**config.mk**
```make
export PLATFORM = sky130hd
export DESIGN_NAME = chr_ctrl
export DESIGN_NICKNAME = d
export VERILOG_FILES = /design/src/design/chr_pkg.sv /design/src/design/chr_ctrl.sv
export SDC_FILE = /design/constraint.sdc
export NUM_CORES = 1
export LEC_CHECK = 0
export ABC_AREA = 1
export BUFFER_PORTS_ARGS = -buffer_cell sky130_fd_sc_hd__buf_2
export CAP_MARGIN = 20
export CELL_PAD_IN_SITES_DETAIL_PLACEMENT = 1
export CELL_PAD_IN_SITES_GLOBAL_PLACEMENT = 1
export CORE_MARGIN = 5
export CORE_UTILIZATION = 31
export DETAILED_ROUTE_END_ITERATION = 8
export PLACE_DENSITY = 0.88
export SYNTH_ARGS = -nofsm -noshare
export SYNTH_HDL_FRONTEND = slang
export SYNTH_SLANG_ARGS = --single-unit
```
**constraint.sdc**
```tcl
create_clock -name clk -period 1.8 [get_ports clk]
set_input_delay 0.18 -clock clk [delete_from_list [all_inputs] [get_ports clk]]
set_output_delay 0.18 -clock clk [all_outputs]
set_load 0.01 [all_outputs]
```
**src/design/chr_pkg.sv**
```systemverilog
package chr_pkg;

	// Command codes.
	localparam logic [1:0] CMD_ADD    = 2'd0;
	localparam logic [1:0] CMD_REMOVE = 2'd1;
	localparam logic [1:0] CMD_LOOKUP = 2'd2;
	localparam logic [1:0] CMD_RSVD   = 2'd3;

	// Status codes.
	localparam logic [2:0] ST_OK     = 3'd0;
	localparam logic [2:0] ST_EMPTY  = 3'd1;
	localparam logic [2:0] ST_DUP    = 3'd2;
	localparam logic [2:0] ST_ABSENT = 3'd3;
	localparam logic [2:0] ST_FULL   = 3'd4;

	// Replica generator constants.
	localparam logic [63:0] PCG_MULT = 64'd6364136223846793005;
	localparam logic [63:0] PCG_INC  = 64'd1442695040888963407;

	typedef struct packed {
		logic [1:0]  cmd;
		logic [63:0] node_key;
		logic [31:0] node_hash;
		logic [31:0] query_hash;
	} chr_req_t;

	typedef struct packed {
		logic [2:0]  status;
		logic [63:0] owner_key;
	} chr_resp_t;

	typedef enum logic [3:0] {
		S_CLEAR,
		S_IDLE,
		S_DISPATCH,
		S_SEED,
		S_REP_CHECK,
		S_REP_SCAN,
		S_REP_DRAIN,
		S_REP_WRITE,
		S_REM_SCAN,
		S_REM_DRAIN,
		S_REM_FIN,
		S_LKP_SCAN,
		S_LKP_DRAIN,
		S_LKP_FIN
	} chr_state_t;

	// Commands from the controller to the datapath.
	typedef struct packed {
		logic       load_req;
		logic       clr_en;
		logic       mul_start;
		logic       mul_seed;
		logic       st_load;
		logic       scan_init;
		logic       scan_en;
		logic       place_commit;
		logic       node_add;
		logic       slot_found;
		logic       node_del;
		logic       resp_load;
		logic [2:0] resp_status;
		logic       resp_owner;
	} chr_cmd_t;

	// Status from the datapath to the controller.
	typedef struct packed {
		logic [1:0] cmd;
		logic       ptr_last;
		logic       mul_rdy;
		logic       dup;
		logic       full;
		logic       absent;
		logic       rep_done;
		logic       ring_hit;
	} chr_stat_t;

endpackage

```
**src/design/chr_ctrl.sv**
```systemverilog
module chr_ctrl import chr_pkg::*; (
	input  logic      clk,
	input  logic      arst_n,
	input  logic      start,
	input  chr_stat_t stat,
	output logic      busy,
	output chr_cmd_t  cmd
);

	chr_state_t state_q;
	chr_state_t state_d;

	// State register.
	always_ff @(posedge clk or negedge arst_n) begin
		if (!arst_n) state_q <= S_CLEAR;
		else state_q <= state_d;
	end

	// Next state and commands.
	always_comb begin
		state_d = state_q;
		cmd     = '0;
		unique case (state_q)
			S_CLEAR: begin
				cmd.clr_en = 1'b1;
				if (stat.ptr_last) state_d = S_IDLE;
			end
			S_IDLE: begin
				if (start) begin
					cmd.load_req = 1'b1;
					state_d = S_DISPATCH;
				end
			end
			S_DISPATCH: begin
				unique case (stat.cmd)
					CMD_ADD: begin
						priority if (stat.dup) begin
							cmd.resp_load = 1'b1;
							cmd.resp_status = ST_DUP;
							state_d = S_IDLE;
						end else if (stat.full) begin
							cmd.resp_load = 1'b1;
							cmd.resp_status = ST_FULL;
							state_d = S_IDLE;
						end else begin
							cmd.node_add = 1'b1;
							cmd.mul_start = 1'b1;
							cmd.mul_seed = 1'b1;
							state_d = S_SEED;
						end
					end
					CMD_REMOVE: begin
						if (stat.absent) begin
							cmd.resp_load = 1'b1;
							cmd.resp_status = ST_ABSENT;
							state_d = S_IDLE;
						end else begin
							cmd.slot_found = 1'b1;
							cmd.scan_init = 1'b1;
							state_d = S_REM_SCAN;
						end
					end
					CMD_LOOKUP: begin
						cmd.scan_init = 1'b1;
						state_d = S_LKP_SCAN;
					end
					default: begin
						cmd.resp_load = 1'b1;
						cmd.resp_status = ST_OK;
						state_d = S_IDLE;
					end
				endcase
			end
			S_SEED: begin
				if (stat.mul_rdy) begin
					cmd.st_load = 1'b1;
					state_d = S_REP_CHECK;
				end
			end
			S_REP_CHECK: begin
				if (stat.rep_done) begin
					cmd.resp_load = 1'b1;
					cmd.resp_status = ST_OK;
					state_d = S_IDLE;
				end else begin
					cmd.scan_init = 1'b1;
					cmd.mul_start = 1'b1;
					state_d = S_REP_SCAN;
				end
			end
			S_REP_SCAN: begin
				cmd.scan_en = 1'b1;
				if (stat.ptr_last) state_d = S_REP_DRAIN;
			end
			S_REP_DRAIN: state_d = S_REP_WRITE;
			S_REP_WRITE: begin
				if (stat.mul_rdy) begin
					cmd.place_commit = 1'b1;
					cmd.st_load = 1'b1;
					state_d = S_REP_CHECK;
				end
			end
			S_REM_SCAN: begin
				cmd.scan_en = 1'b1;
				if (stat.ptr_last) state_d = S_REM_DRAIN;
			end
			S_REM_DRAIN: state_d = S_REM_FIN;
			S_REM_FIN: begin
				cmd.node_del = 1'b1;
				cmd.resp_load = 1'b1;
				cmd.resp_status = ST_OK;
				state_d = S_IDLE;
			end
			S_LKP_SCAN: begin
				cmd.scan_en = 1'b1;
				if (stat.ptr_last) state_d = S_LKP_DRAIN;
			end
			S_LKP_DRAIN: state_d = S_LKP_FIN;
			S_LKP_FIN: begin
				cmd.resp_load = 1'b1;
				cmd.resp_status = stat.ring_hit ? ST_OK : ST_EMPTY;
				cmd.resp_owner = stat.ring_hit;
				state_d = S_IDLE;
			end
			default: state_d = S_IDLE;
		endcase
	end

	assign busy = (state_q != S_IDLE);

endmodule

```
==> run_summary.xml, run 1 <==
<?xml version="1.0" encoding="UTF-8"?>
<metrics>
  <group name="run_status">
    <metric name="status" unit="">finished, final reports clean</metric>
  </group>
  <group name="timing">
    <metric name="period_needed" unit="ns">1.685</metric>
    <metric name="achievable-frequency" unit="MHz">593.4</metric>
    <metric name="grt_setup_unrepaired" unit="">no</metric>
    <metric name="timing_max_transition_violations_final" unit="">0</metric>
    <metric name="setup_viol" unit="">0</metric>
    <metric name="layout_worst_path_cycle_share" unit="%">93.62</metric>
    <metric name="clock-skew-final" unit="ns">0.004133</metric>
    <metric name="timing_hold_violations_final" unit="">0</metric>
    <metric name="transition_time_of_the_tightest_slew_check_pin" unit="ns">0.3232</metric>
    <metric name="slew_headroom" unit="%">78.45</metric>
    <metric name="fin_setup_tns" unit="ns">0</metric>
  </group>
  <group name="die">
    <metric name="io-pin-count" unit="">29</metric>
    <metric name="chipWidth" unit="µm">55.77</metric>
    <metric name="dieArea" unit="mm²">0.003110</metric>
    <metric name="placementRows" unit="">16</metric>
    <metric name="die_h" unit="µm">55.77</metric>
    <metric name="placeableCoreArea" unit="mm²">0.001982</metric>
    <metric name="initial_utilization" unit="%">32.77</metric>
  </group>
  <group name="placement">
    <metric name="dp_hpwl" unit="µm">1857</metric>
    <metric name="placement.io_buffers" unit="">28</metric>
    <metric name="place.gp.congestion" unit="">0.8630</metric>
    <metric name="placed_cell_area" unit="µm²">815.8</metric>
    <metric name="post-place-cells" unit="">172</metric>
  </group>
  <group name="final_layout">
    <metric name="fillCellCount" unit="">298</metric>
    <metric name="post-route-cell-area" unit="µm²">855.8</metric>
    <metric name="utilization" unit="%">43.18</metric>
    <metric name="largest_registers" unit="">state_q (4)</metric>
    <metric name="n_antenna_cell" unit="">0</metric>
    <metric name="areaGrowthSynthToFinish" unit="%">31.79</metric>
    <metric name="num-nets-final" unit="">168</metric>
    <metric name="largest_register_ff_count" unit="">4</metric>
    <metric name="largest_register" unit="">state_q</metric>
    <metric name="instances_no_fill" unit="">176</metric>
    <metric name="seqCellArea" unit="µm²">100.1</metric>
    <metric name="multi_input_area" unit="µm²">478.0</metric>
    <metric name="drive_gt1_share" unit="%">28.19</metric>
  </group>
  <group name="yosys">
    <metric name="synth_largest_type_area_fraction" unit="%">18.50</metric>
    <metric name="yosys_warnings" unit="">0</metric>
    <metric name="synth-edff-count" unit="">0</metric>
    <metric name="synth_cell_type_count" unit="">20</metric>
    <metric name="synth_nets" unit="">135</metric>
    <metric name="synth_largest_area_cell" unit="">sky130_fd_sc_hd__nand2_1</metric>
    <metric name="synth_top_flop_cell" unit="">sky130_fd_sc_hd__dfrtp_1</metric>
    <metric name="syn-cell-area" unit="µm²">649.4</metric>
    <metric name="synth.avg_cell_area" unit="µm²">5.503</metric>
    <metric name="synth_cells" unit="">118</metric>
    <metric name="synth_top_cells_by_area" unit="">sky130_fd_sc_hd__nand2_1 18%, sky130_fd_sc_hd__dfrtp_1 15%, sky130_fd_sc_hd__nor2_1 13%, sky130_fd_sc_hd__nand3_1 10%, sky130_fd_sc_hd__inv_1 9.8%</metric>
    <metric name="synth-seq-cells" unit="">4</metric>
    <metric name="ys_async_sr_fraction" unit="%">100.0</metric>
    <metric name="synth.yosys.seq_area_share" unit="%">15.41</metric>
  </group>
  <group name="clock_network">
    <metric name="clk_path_buf_depth" unit="">2</metric>
    <metric name="ctsHtreeMaxLevel" unit="">1</metric>
    <metric name="tritoncts" unit="">yes</metric>
    <metric name="tritoncts_sinks" unit="">4</metric>
    <metric name="clock_insertion_delay_worst_skew" unit="ns">0.23</metric>
    <metric name="clk_root_buffer_cell" unit="">sky130_fd_sc_hd__clkbuf_4</metric>
    <metric name="num_cts_buffers" unit="">3</metric>
    <metric name="post-cts-setup-buffers" unit="">0</metric>
    <metric name="clock_transition_at_path_regs" unit="ns">0.04</metric>
  </group>
  <group name="grt">
    <metric name="global_route_wire_length_before_repair" unit="µm">3650</metric>
    <metric name="grt_use_total" unit="%">13.90</metric>
    <metric name="number_of_global_route_vias_before_repair" unit="">910</metric>
    <metric name="antenna_found_initial" unit="">0</metric>
    <metric name="grt_start_max_net_pins" unit="">8</metric>
    <metric name="grt_overflow_total" unit="">0</metric>
  </group>
  <group name="routing">
    <metric name="drt_wl_total" unit="µm">2162</metric>
    <metric name="ant_nets" unit="">0</metric>
    <metric name="drt_first_pass_iters" unit="">4</metric>
    <metric name="route.detailed.vias_per_inst" unit="">4.716</metric>
    <metric name="remaining_drc_errors" unit="">0</metric>
    <metric name="detail_route.wl_per_cell" unit="µm">12.28</metric>
    <metric name="via_count" unit="">830</metric>
    <metric name="drt_iter0_markers" unit="">9</metric>
  </group>
  <group name="critical_path">
    <metric name="endpoint_kind" unit="">output port</metric>
    <metric name="crit_path_top_delay_cell" unit="">sky130_fd_sc_hd__dfrtp_1</metric>
    <metric name="critical_path_class" unit="">reg -&gt; out</metric>
    <metric name="cp-start-kind" unit="">flip-flop</metric>
    <metric name="crit_path_max_fanout" unit="">7</metric>
    <metric name="worst_ep_required_time" unit="ns">1.62</metric>
    <metric name="crit_arrival" unit="ns">1.51</metric>
    <metric name="timing.critical_path.slowest_cell_delay" unit="ns">0.52</metric>
    <metric name="crit_path_cell_trace" unit="">nand2_2 &gt; nor2_4 &gt; inv_2 &gt; o21ai_0 &gt; buf_2</metric>
  </group>
  <group name="job">
    <metric name="maxCapViolations" unit="">0</metric>
  </group>
  <group name="power_and_ir_drop">
    <metric name="ir_drop" unit="mV">0.3700</metric>
    <metric name="power-per-cell-area" unit="mW/mm²">1280</metric>
    <metric name="total_power_of_the_final_layout" unit="µW">1095</metric>
    <metric name="power.static_leakage" unit="µW">0.0005025</metric>
  </group>
  <group name="worst_hold_path">
    <metric name="hold_path.class" unit="">in -&gt; async</metric>
  </group>
</metrics>
power by group:
group / internal [µW] / switching, µW / leakage (µW) / total [µW]
Clock: 74.6 / 36.8 / 0.0000138 / 111
Combinational: 261 / 509 / 0.000438 / 770
Sequential: 135 / 79.2 / 0.0000510 / 214
path summary, 6_finish.rpt:
| kind | slack, ns | cells past startpoint | endpoint | start |
|---|---|---|---|---|
| max | 0.11 | 5 | cmd[13] | state_q[1]$_DFFE_PN0P_ |
| min | 0.28 | 2 | state_q[2]$_DFFE_PN0P_ | arst_n |
| max reg2reg | 0.33 | 8 | state_q[0]$_DFFE_PN0P_ | state_q[1]$_DFFE_PN0P_ |
| min reg2reg | 0.59 | 2 | state_q[2]$_DFFE_PN0P_ | state_q[2]$_DFFE_PN0P_ |
| max in group asynchronous | 1.40 | 2 | state_q[0]$_DFFE_PN0P_ | arst_n |
| min in group clk | 0.33 | 4 | state_q[3]$_DFFE_PN0P_ | stat[7] |
critical path, delay by kind of cell, from the launching register on:
kind / cells / cell delay, ns
flip-flops: 1 / 0.52
AND/OR/NAND/NOR: 2 / 0.34
buffers and inverters: 2 / 0.25
AO/OA/AOI/OAI: 1 / 0.16
cells in the final DEF, fill, tap and decap left out:
master                           n
sky130_fd_sc_hd__dlygate4sd3_1   1
sky130_fd_sc_hd__a21oi_1         5
sky130_fd_sc_hd__nand3_1        13
sky130_fd_sc_hd__nor2_2          2
sky130_fd_sc_hd__nand2_4         1
sky130_fd_sc_hd__nor3_1          2
sky130_fd_sc_hd__inv_2           3
sky130_fd_sc_hd__clkbuf_4        3
sky130_fd_sc_hd__nor2_4          2
sky130_fd_sc_hd__buf_2          28
sky130_fd_sc_hd__dfrtp_1         4
sky130_fd_sc_hd__o22ai_1         1
sky130_fd_sc_hd__o211ai_1        1
sky130_fd_sc_hd__o21ai_2         1
sky130_fd_sc_hd__ha_1            5
sky130_fd_sc_hd__nand2_1        31
sky130_fd_sc_hd__nand2_2         2
sky130_fd_sc_hd__o31ai_1         1
sky130_fd_sc_hd__nor2_1         22
sky130_fd_sc_hd__inv_1          16
sky130_fd_sc_hd__nand3b_1        1
sky130_fd_sc_hd__o21ai_0         4
per-stage QoR:
step	hold slack, ns	worst slack (ns)
after global routing	0.3083	0.05136
final	0.2801	0.1148
after detailed placement	-0.009436	0.3297
after floorplan	-0.1156	0.3849
after global placement	-0.007219	0.3942
after CTS	0.2773	0.06322
cell type report:
type	count	share of cell area, %
Multi-Input combinational cell	94	55.85
Clock buffer	3	2.632
Tap cell	27	3.947
Timing Repair Buffer	29	17.54
Inverter	19	8.333
Sequential cell	4	11.70
cell usage after synthesis, types with 2 or more instances:
master and instances:
sky130_fd_sc_hd__nand2_1 32, sky130_fd_sc_hd__inv_2 2, sky130_fd_sc_hd__ha_1 5, sky130_fd_sc_hd__nor3_1 2, sky130_fd_sc_hd__nor2_1 22, sky130_fd_sc_hd__inv_1 17, sky130_fd_sc_hd__o21ai_0 4, sky130_fd_sc_hd__a21oi_1 5
sky130_fd_sc_hd__dfrtp_1 4, sky130_fd_sc_hd__nand3_1 13, sky130_fd_sc_hd__nor2_2 3
cells by family (layout without fill, tap and decap cells):
kind of cell / Yosys count / in the layout / share of synthesized area [%]
adders and majority gates: 5 / 5 / 9.634
DFF: 4 / 4 / 15.41
and+or+nand+nor: 76 / 76 / 51.25
AOI/OAI and AO/OA: 13 / 13 / 11.56
buffers and inverters: 20 / 51 / 12.14
per-layer routing:
layer / GRT usage, % / part of all wire [%] / wire length (µm) / vias up
met2: 27.36 / 52 / 1119 / 24
met1: 14.05 / 42 / 903 / 373
li1: - / - / - / 431
met3: 3.712 / 6.1 / 132 / 2
met4: 3.819 / 0.37 / 8 / 0
met5: 0 / 0 / 0 / -
timing repair:
item,CTS,global route
hold endpoints to repair,4,0
resized for setup,0,3
hold buffers,1,0
setup endpoints to repair,0,4
Power figures use the tool's default switching activity.
==> run 2, diff against run 1 <==
--- a/config.mk
+++ b/config.mk
@@ -5,15 +5,14 @@
 export SDC_FILE = /design/constraint.sdc
 export NUM_CORES = 1
 export LEC_CHECK = 0
-export ABC_AREA = 1
 export BUFFER_PORTS_ARGS = -buffer_cell sky130_fd_sc_hd__buf_2
 export CAP_MARGIN = 20
 export CELL_PAD_IN_SITES_DETAIL_PLACEMENT = 1
 export CELL_PAD_IN_SITES_GLOBAL_PLACEMENT = 1
 export CORE_MARGIN = 5
-export CORE_UTILIZATION = 31
+export CORE_UTILIZATION = 34
 export DETAILED_ROUTE_END_ITERATION = 8
-export PLACE_DENSITY = 0.88
+export PLACE_DENSITY = 0.89
 export SYNTH_ARGS = -nofsm -noshare
 export SYNTH_HDL_FRONTEND = slang
 export SYNTH_SLANG_ARGS = --single-unit
==> run_summary.xml, run 2 <==
<?xml version="1.0" encoding="UTF-8"?>
<metrics>
  <group name="run_status">
    <metric name="status" unit="">finished, final reports clean</metric>
  </group>
  <group name="clock_network">
    <metric name="post-cts-setup-buffers" unit="">0</metric>
    <metric name="ctsHtreeMaxLevel" unit="">1</metric>
    <metric name="tritoncts_sinks" unit="">4</metric>
    <metric name="clock_transition_at_path_regs" unit="ns">0.04</metric>
    <metric name="clock_insertion_delay_worst_skew" unit="ns">0.23</metric>
    <metric name="tritoncts" unit="">yes</metric>
    <metric name="clk_path_buf_depth" unit="">2</metric>
    <metric name="num_cts_buffers" unit="">3</metric>
    <metric name="clk_root_buffer_cell" unit="">sky130_fd_sc_hd__clkbuf_4</metric>
  </group>
  <group name="yosys">
    <metric name="yosysMostFrequentCell" unit="">sky130_fd_sc_hd__nand2_1</metric>
    <metric name="synth-seq-cells" unit="">4</metric>
    <metric name="synth.avg_cell_area" unit="µm²">7.522</metric>
    <metric name="yosys_warnings" unit="">0</metric>
    <metric name="synth_nets" unit="">103</metric>
    <metric name="synth_cell_type_count" unit="">32</metric>
    <metric name="synth_largest_type_area_fraction" unit="%">15.47</metric>
    <metric name="ys_async_sr_fraction" unit="%">100.0</metric>
    <metric name="synth-edff-count" unit="">0</metric>
    <metric name="synth.yosys.seq_area_share" unit="%">15.47</metric>
    <metric name="post_synth_most_frequent_cells" unit="">10 x sky130_fd_sc_hd__nand2_1, 6 x sky130_fd_sc_hd__and3_1, 5 x sky130_fd_sc_hd__a21oi_1, 5 x sky130_fd_sc_hd__ha_1</metric>
    <metric name="synth_cells" unit="">86</metric>
    <metric name="syn-cell-area" unit="µm²">646.9</metric>
    <metric name="synth_top_flop_cell" unit="">sky130_fd_sc_hd__dfrtp_1</metric>
    <metric name="synth_top_cells_by_area" unit="">sky130_fd_sc_hd__dfrtp_1 15%, sky130_fd_sc_hd__ha_1 9.7%, sky130_fd_sc_hd__and3_1 5.8%, sky130_fd_sc_hd__nand2_1 5.8%, sky130_fd_sc_hd__a211oi_1 4.6%</metric>
    <metric name="synth_largest_area_cell" unit="">sky130_fd_sc_hd__dfrtp_1</metric>
  </group>
  <group name="job">
    <metric name="maxCapViolations" unit="">0</metric>
  </group>
  <group name="final_layout">
    <metric name="drive_gt1_share" unit="%">45.76</metric>
    <metric name="n_antenna_cell" unit="">0</metric>
    <metric name="areaGrowthSynthToFinish" unit="%">37.72</metric>
    <metric name="largest_register" unit="">state_q</metric>
    <metric name="fillCellCount" unit="">250</metric>
    <metric name="num-nets-final" unit="">137</metric>
    <metric name="largest_registers" unit="">state_q (4)</metric>
    <metric name="final_common_cell" unit="">sky130_fd_sc_hd__buf_2</metric>
    <metric name="largest_register_ff_count" unit="">4</metric>
    <metric name="final_cell_mix" unit="">28 x sky130_fd_sc_hd__buf_2, 9 x sky130_fd_sc_hd__nand2_1, 8 x sky130_fd_sc_hd__buf_4</metric>
  </group>
  <group name="timing">
    <metric name="clock-skew-final" unit="ns">0.002265</metric>
    <metric name="period_needed" unit="ns">1.725</metric>
    <metric name="achievable-frequency" unit="MHz">579.6</metric>
    <metric name="timing_hold_violations_final" unit="">0</metric>
    <metric name="setup_viol" unit="">0</metric>
    <metric name="transition_time_of_the_tightest_slew_check_pin" unit="ns">0.4057</metric>
    <metric name="grt_setup_unrepaired" unit="">no</metric>
    <metric name="layout_worst_path_cycle_share" unit="%">95.85</metric>
    <metric name="timing_max_transition_violations_final" unit="">0</metric>
    <metric name="hold_slack" unit="ns">0.2897</metric>
    <metric name="fin_setup_tns" unit="ns">0</metric>
    <metric name="slew_headroom" unit="%">72.89</metric>
  </group>
  <group name="routing">
    <metric name="ant_nets" unit="">0</metric>
    <metric name="remaining_drc_errors" unit="">0</metric>
    <metric name="drt-met1-wl" unit="µm">1006</metric>
    <metric name="drt_first_pass_iters" unit="">4</metric>
    <metric name="dr_wl_met2" unit="µm">1191</metric>
    <metric name="drt_wl_total" unit="µm">2282</metric>
    <metric name="detail_route.wl_per_cell" unit="µm">15.96</metric>
    <metric name="maxUsedRoutingLayer" unit="">met3</metric>
    <metric name="met3_length" unit="µm">85</metric>
    <metric name="drt_iter0_markers" unit="">11</metric>
    <metric name="route.detailed.vias_per_inst" unit="">5.399</metric>
    <metric name="via_count" unit="">772</metric>
  </group>
  <group name="critical_path">
    <metric name="cp-start-kind" unit="">flip-flop</metric>
    <metric name="crit_path_cell_trace" unit="">nand2b_1 &gt; or2_2 &gt; a211oi_1 &gt; buf_2</metric>
    <metric name="crit-reg2reg-launch" unit="">state_q[3]$_DFFE_PN0P_</metric>
    <metric name="crit_arrival" unit="ns">1.55</metric>
    <metric name="worst_ep_required_time" unit="ns">1.62</metric>
    <metric name="timing.critical_path.slowest_cell_delay" unit="ns">0.45</metric>
    <metric name="worst_setup_path_startpoint" unit="">state_q[1]$_DFFE_PN0P_</metric>
    <metric name="crit_path_max_fanout" unit="">9</metric>
    <metric name="critical_path_class" unit="">reg -&gt; out</metric>
    <metric name="crit_path_top_delay_cell" unit="">sky130_fd_sc_hd__dfrtp_2</metric>
    <metric name="endpoint_kind" unit="">output port</metric>
    <metric name="worst_reg2reg_setup_slack" unit="ns">0.13</metric>
  </group>
  <group name="die">
    <metric name="io-pin-count" unit="">29</metric>
    <metric name="placeableCoreArea" unit="mm²">0.001764</metric>
    <metric name="die_h" unit="µm">53.62</metric>
    <metric name="chipWidth" unit="µm">53.62</metric>
    <metric name="initial_utilization" unit="%">36.67</metric>
    <metric name="placementRows" unit="">15</metric>
    <metric name="dieArea" unit="mm²">0.002875</metric>
  </group>
  <group name="power_and_ir_drop">
    <metric name="internal_cell_power" unit="µW">647.3</metric>
    <metric name="switching_share" unit="%">48.08</metric>
    <metric name="comb_power_share" unit="%">72.6</metric>
    <metric name="power.switching" unit="µW">599.5</metric>
    <metric name="power.share.clock" unit="%">8.6</metric>
    <metric name="power.share.sequential" unit="%">18.9</metric>
    <metric name="ir_drop" unit="mV">0.7489</metric>
    <metric name="power-per-cell-area" unit="mW/mm²">1399</metric>
    <metric name="power.static_leakage" unit="µW">0.0004410</metric>
  </group>
  <group name="grt">
    <metric name="grt_overflow_total" unit="">0</metric>
    <metric name="grt_start_max_net_pins" unit="">11</metric>
    <metric name="global_route_wire_length_before_repair" unit="µm">3429</metric>
    <metric name="grt_use_total" unit="%">16.06</metric>
    <metric name="number_of_global_route_vias_before_repair" unit="">747</metric>
    <metric name="antenna_found_initial" unit="">0</metric>
  </group>
  <group name="placement">
    <metric name="placement.io_buffers" unit="">28</metric>
    <metric name="dp_hpwl" unit="µm">1773</metric>
    <metric name="place.gp.congestion" unit="">0.8525</metric>
  </group>
  <group name="worst_hold_path">
    <metric name="hold_path.class" unit="">in -&gt; async</metric>
  </group>
</metrics>
run 2: power by group through the flow:
stage	Clock (µW)	Combinational [µW]	Sequential, µW
detailed placement	0	849	218
global placement	0	814	214
CTS	111	866	219
global route	115	986	243
floorplan	0	629	155
finish	107	905	235
run 2: repair_timing:
item	4_1_cts	5_1_grt
cloned	0	0
hold buffers	1	0
endpoints found under the hold margin	4	0
setup endpoints to repair	8	10
resized for setup	3	7
run 2: layout make-up:
type	count	area, µm²	share of cell area, %
multi-input combinational	70	508.0	57.02
timing repair buffer	37	210.2	23.60
sequential	4	103.9	11.66
tap	25	31.28	3.511
clock buffer	3	22.52	2.528
inverter	4	15.01	1.685
run 2: critical path: cells and delay by family (launching register included):
family          cells  cell delay [ns]
compound gates      1             0.22
buf+inv             1             0.17
flops               1             0.45
simple gates        2             0.47
run 2: path summary, 6_finish.rpt:
check / endpoint / cells past startpoint
max: cmd[10] / 4
min: state_q[0]$_DFFE_PN0P_ / 2
max reg2reg: state_q[0]$_DFFE_PN0P_ / 4
min reg2reg: state_q[3]$_DFFE_PN0P_ / 2
max in group asynchronous: state_q[2]$_DFFE_PN0P_ / 2
min in group clk: state_q[3]$_DFFE_PN0P_ / 3
run 2: through the flow:
stage	util (%)	area [µm²]	cells	total power (µW)	worst slack, ns
after CTS	49.22	868.3	143	1196	0.01125
final	50.50	890.9	143	1247	0.07468
after global routing	50.50	890.9	143	1345	0.01678
after detailed placement	47.02	829.5	139	1067	0.08432
after global placement	47.02	829.5	139	1028	0.1298
after floorplan	-	646.9	86	783.6	0.2449
run 2: routing by layer:
| metal | vias up | GRT usage [%] |
|---|---|---|
| li1 | 382 | - |
| met1 | 370 | 21.06 |
| met2 | 20 | 27.96 |
| met3 | 0 | 1.662 |
| met4 | 0 | 3.830 |
| met5 | - | 0 |
run 2: cell families (layout without fill, tap and decap cells):
group / after synthesis / after routing / share of synthesized area [%]
buf+inv: 12 / 44 / 9.863
fa+ha+maj: 5 / 5 / 9.671
simple gates: 39 / 39 / 34.24
flops: 4 / 4 / 15.47
compound gates: 23 / 23 / 25.53
mux: 3 / 3 / 5.222
==> run 3, diff against run 2 <==
--- a/config.mk
+++ b/config.mk
@@ -12,7 +12,8 @@
 export CORE_MARGIN = 5
 export CORE_UTILIZATION = 34
 export DETAILED_ROUTE_END_ITERATION = 8
-export PLACE_DENSITY = 0.89
+export HOLD_SLACK_MARGIN = 0.08
+export PLACE_DENSITY = 0.93
 export SYNTH_ARGS = -nofsm -noshare
 export SYNTH_HDL_FRONTEND = slang
 export SYNTH_SLANG_ARGS = --single-unit
==> run_summary.xml, run 3 (synthesis gave the netlist of run 2 again) <==
<?xml version="1.0" encoding="UTF-8"?>
<metrics>
  <group name="routing">
    <metric name="route.detailed.vias_per_inst" unit="">5.472</metric>
    <metric name="remaining_drc_errors" unit="">0</metric>
    <metric name="ant_nets" unit="">0</metric>
    <metric name="via_count" unit="">788</metric>
    <metric name="drt_iter0_markers" unit="">7</metric>
    <metric name="drt_first_pass_iters" unit="">4</metric>
    <metric name="detail_route.wl_per_cell" unit="µm">16.96</metric>
    <metric name="drt_wl_total" unit="µm">2442</metric>
  </group>
  <group name="placement">
    <metric name="place.gp.congestion" unit="">0.7787</metric>
    <metric name="dp_hpwl" unit="µm">1878</metric>
    <metric name="placement.io_buffers" unit="">28</metric>
    <metric name="detailedPlace.worstSlack" unit="ns">0.07712</metric>
  </group>
  <group name="grt">
    <metric name="antenna_found_initial" unit="">0</metric>
    <metric name="grt_start_max_net_pins" unit="">15</metric>
    <metric name="grt_use_total" unit="%">17.32</metric>
    <metric name="number_of_global_route_vias_before_repair" unit="">804</metric>
    <metric name="grt_overflow_total" unit="">0</metric>
    <metric name="global_route_wire_length_before_repair" unit="µm">3670</metric>
  </group>
  <group name="timing">
    <metric name="achievable-frequency" unit="MHz">577.2</metric>
    <metric name="setup_viol" unit="">0</metric>
    <metric name="timing_hold_violations_final" unit="">0</metric>
    <metric name="fin_setup_tns" unit="ns">0</metric>
    <metric name="slew_headroom" unit="%">78.20</metric>
    <metric name="period_needed" unit="ns">1.732</metric>
    <metric name="layout_worst_path_cycle_share" unit="%">96.24</metric>
    <metric name="transition_time_of_the_tightest_slew_check_pin" unit="ns">0.3242</metric>
    <metric name="timing_max_transition_violations_final" unit="">0</metric>
    <metric name="grt_setup_unrepaired" unit="">yes</metric>
    <metric name="layout_setup_ws" unit="ns">0.06761</metric>
    <metric name="clock-skew-final" unit="ns">0.006016</metric>
  </group>
  <group name="final_layout">
    <metric name="drive_gt1_share" unit="%">47.06</metric>
    <metric name="final_cell_mix" unit="">28 x sky130_fd_sc_hd__buf_2, 9 x sky130_fd_sc_hd__nand2_1, 7 x sky130_fd_sc_hd__buf_4</metric>
    <metric name="final_common_cell" unit="">sky130_fd_sc_hd__buf_2</metric>
    <metric name="fillCellCount" unit="">248</metric>
    <metric name="num-nets-final" unit="">138</metric>
    <metric name="largest_registers" unit="">state_q (4)</metric>
    <metric name="seqCellArea" unit="µm²">103.9</metric>
    <metric name="n_antenna_cell" unit="">0</metric>
    <metric name="multi_input_area" unit="µm²">513.0</metric>
    <metric name="areaGrowthSynthToFinish" unit="%">40.81</metric>
    <metric name="largest_register" unit="">state_q</metric>
    <metric name="largest_register_ff_count" unit="">4</metric>
  </group>
  <group name="run_status">
    <metric name="status" unit="">finished, final reports clean</metric>
  </group>
  <group name="clock_network">
    <metric name="clk_path_buf_depth" unit="">2</metric>
    <metric name="clock_insertion_delay_worst_skew" unit="ns">0.24</metric>
    <metric name="clk_root_buffer_cell" unit="">sky130_fd_sc_hd__clkbuf_4</metric>
    <metric name="num_cts_buffers" unit="">3</metric>
    <metric name="ctsHtreeMaxLevel" unit="">1</metric>
    <metric name="clock_transition_at_path_regs" unit="ns">0.04</metric>
    <metric name="tritoncts" unit="">yes</metric>
    <metric name="tritoncts_sinks" unit="">4</metric>
  </group>
  <group name="critical_path">
    <metric name="crit_path_top_delay_cell" unit="">sky130_fd_sc_hd__dfrtp_2</metric>
    <metric name="cp-start-kind" unit="">flip-flop</metric>
    <metric name="critical_path_class" unit="">reg -&gt; out</metric>
    <metric name="crit_path_max_fanout" unit="">12</metric>
    <metric name="endpoint_kind" unit="">output port</metric>
    <metric name="worst_path_dominant_cell_family" unit="">flip-flops</metric>
    <metric name="worst-path-stages" unit="">4</metric>
    <metric name="worst_reg2reg_setup_slack" unit="ns">0.15</metric>
    <metric name="worstReg2RegEnd" unit="">state_q[1]$_DFFE_PN0P_</metric>
    <metric name="critPathBufInv" unit="">1</metric>
    <metric name="worst-r2r-cell-count" unit="">4</metric>
    <metric name="timing.critical_path.slowest_cell_delay" unit="ns">0.48</metric>
    <metric name="crit_arrival" unit="ns">1.55</metric>
    <metric name="worst_ep_required_time" unit="ns">1.62</metric>
    <metric name="worst_setup_path_startpoint" unit="">state_q[1]$_DFFE_PN0P_</metric>
    <metric name="crit-reg2reg-launch" unit="">state_q[1]$_DFFE_PN0P_</metric>
    <metric name="crit_path_cell_trace" unit="">nand2b_1 &gt; or2_2 &gt; a211oi_1 &gt; buf_2</metric>
    <metric name="crit_end" unit="">cmd[10]</metric>
  </group>
  <group name="die">
    <metric name="io-pin-count" unit="">29</metric>
    <metric name="chipWidth" unit="µm">53.62</metric>
    <metric name="die_h" unit="µm">53.62</metric>
    <metric name="placementRows" unit="">15</metric>
    <metric name="dieArea" unit="mm²">0.002875</metric>
    <metric name="initial_utilization" unit="%">36.67</metric>
    <metric name="placeableCoreArea" unit="mm²">0.001764</metric>
  </group>
  <group name="power_and_ir_drop">
    <metric name="power.share.sequential" unit="%">16.7</metric>
    <metric name="power.static_leakage" unit="µW">0.0004493</metric>
    <metric name="switching_share" unit="%">48.34</metric>
    <metric name="comb_power_share" unit="%">74.5</metric>
    <metric name="power.switching" unit="µW">628.0</metric>
    <metric name="power.share.clock" unit="%">8.8</metric>
    <metric name="power-per-cell-area" unit="mW/mm²">1426</metric>
    <metric name="ir_drop" unit="mV">0.7983</metric>
    <metric name="internal_cell_power" unit="µW">671.0</metric>
    <metric name="total_power_of_the_final_layout" unit="µW">1299</metric>
  </group>
  <group name="job">
    <metric name="maxCapViolations" unit="">0</metric>
  </group>
  <group name="worst_hold_path">
    <metric name="hold_path.class" unit="">in -&gt; async</metric>
  </group>
</metrics>
run 3: changes by cell type in the layout (fill, tap and decap cells not counted):
cell,delta
sky130_fd_sc_hd__nor3b_2,+1
sky130_fd_sc_hd__nor3b_1,-1
sky130_fd_sc_hd__buf_6,+2
sky130_fd_sc_hd__buf_4,-1
run 3: final cells by class:
cell class | count | share of cell area [%]
sequential | 4 | 11.40
timing repair buffer | 38 | 24.73
clock buffer | 3 | 2.473
inverter | 4 | 1.648
multi-input combinational | 70 | 56.32
tap | 25 | 3.434
run 3: metal layers:
metal | vias up | GRT usage [%] | wire (µm)
li1 | 378 | - | -
met1 | 389 | 22.19 | 1093
met2 | 17 | 29.18 | 1250
met3 | 4 | 2.493 | 66
met4 | 0 | 6.383 | 31
met5 | - | 0 | 0
run 3: metrics by stage:
stage          hold WS [ns]  utilization, %  instance area (µm²)  std cells
2_1_floorplan       -0.1156               -                646.9         86
3_3_place_gp       -0.01271           46.60                822.0        138
3_5_place_dp       -0.01150           46.60                822.0        138
4_1_cts              0.2877           48.79                860.8        142
5_1_grt              0.3143           51.63                910.9        144
6_report             0.2966           51.63                910.9        144
run 3: worst reg2reg max path, stage by stage, from the launching register on:
cell and delay [ns]:
sky130_fd_sc_hd__dfrtp_2 0.48, sky130_fd_sc_hd__and4b_1 0.23, sky130_fd_sc_hd__a311oi_2 0.21, sky130_fd_sc_hd__a2bb2oi_2 0.25, sky130_fd_sc_hd__mux2_2 0.36
run 3: power groups by stage:
| stage | Sequential, µW | Combinational [µW] | Clock (µW) |
|---|---|---|---|
| final | 216 | 968 | 115 |
| after floorplan | 155 | 629 | 0 |
| after global placement | 199 | 798 | 0 |
| after detailed placement | 205 | 852 | 0 |
| after CTS | 206 | 869 | 118 |
| after global routing | 224 | 1050 | 121 |
run 3: worst min-delay path by stage:
| stage | startpoint | end | slack, ns | depth (start not counted) |
|---|---|---|---|---|
| after floorplan | arst_n | state_q[0]$_DFFE_PN0P_ | -0.12 | 0 |
| after global placement | arst_n | state_q[1]$_DFFE_PN0P_ | -0.01 | 1 |
| after detailed placement | arst_n | state_q[0]$_DFFE_PN0P_ | -0.01 | 1 |
| after CTS | arst_n | state_q[0]$_DFFE_PN0P_ | 0.29 | 2 |
| after global routing | arst_n | state_q[0]$_DFFE_PN0P_ | 0.31 | 2 |
| final | arst_n | state_q[0]$_DFFE_PN0P_ | 0.30 | 2 |
run 3: what timing repair did:
item                                    4_1_cts  5_1_grt
buffers inserted                              0        2
cloned                                        0        0
hold endpoints to repair                      4        0
endpoints found under the setup margin       10        7
hold buffers                                  1        0
gates resized for setup                       3       10
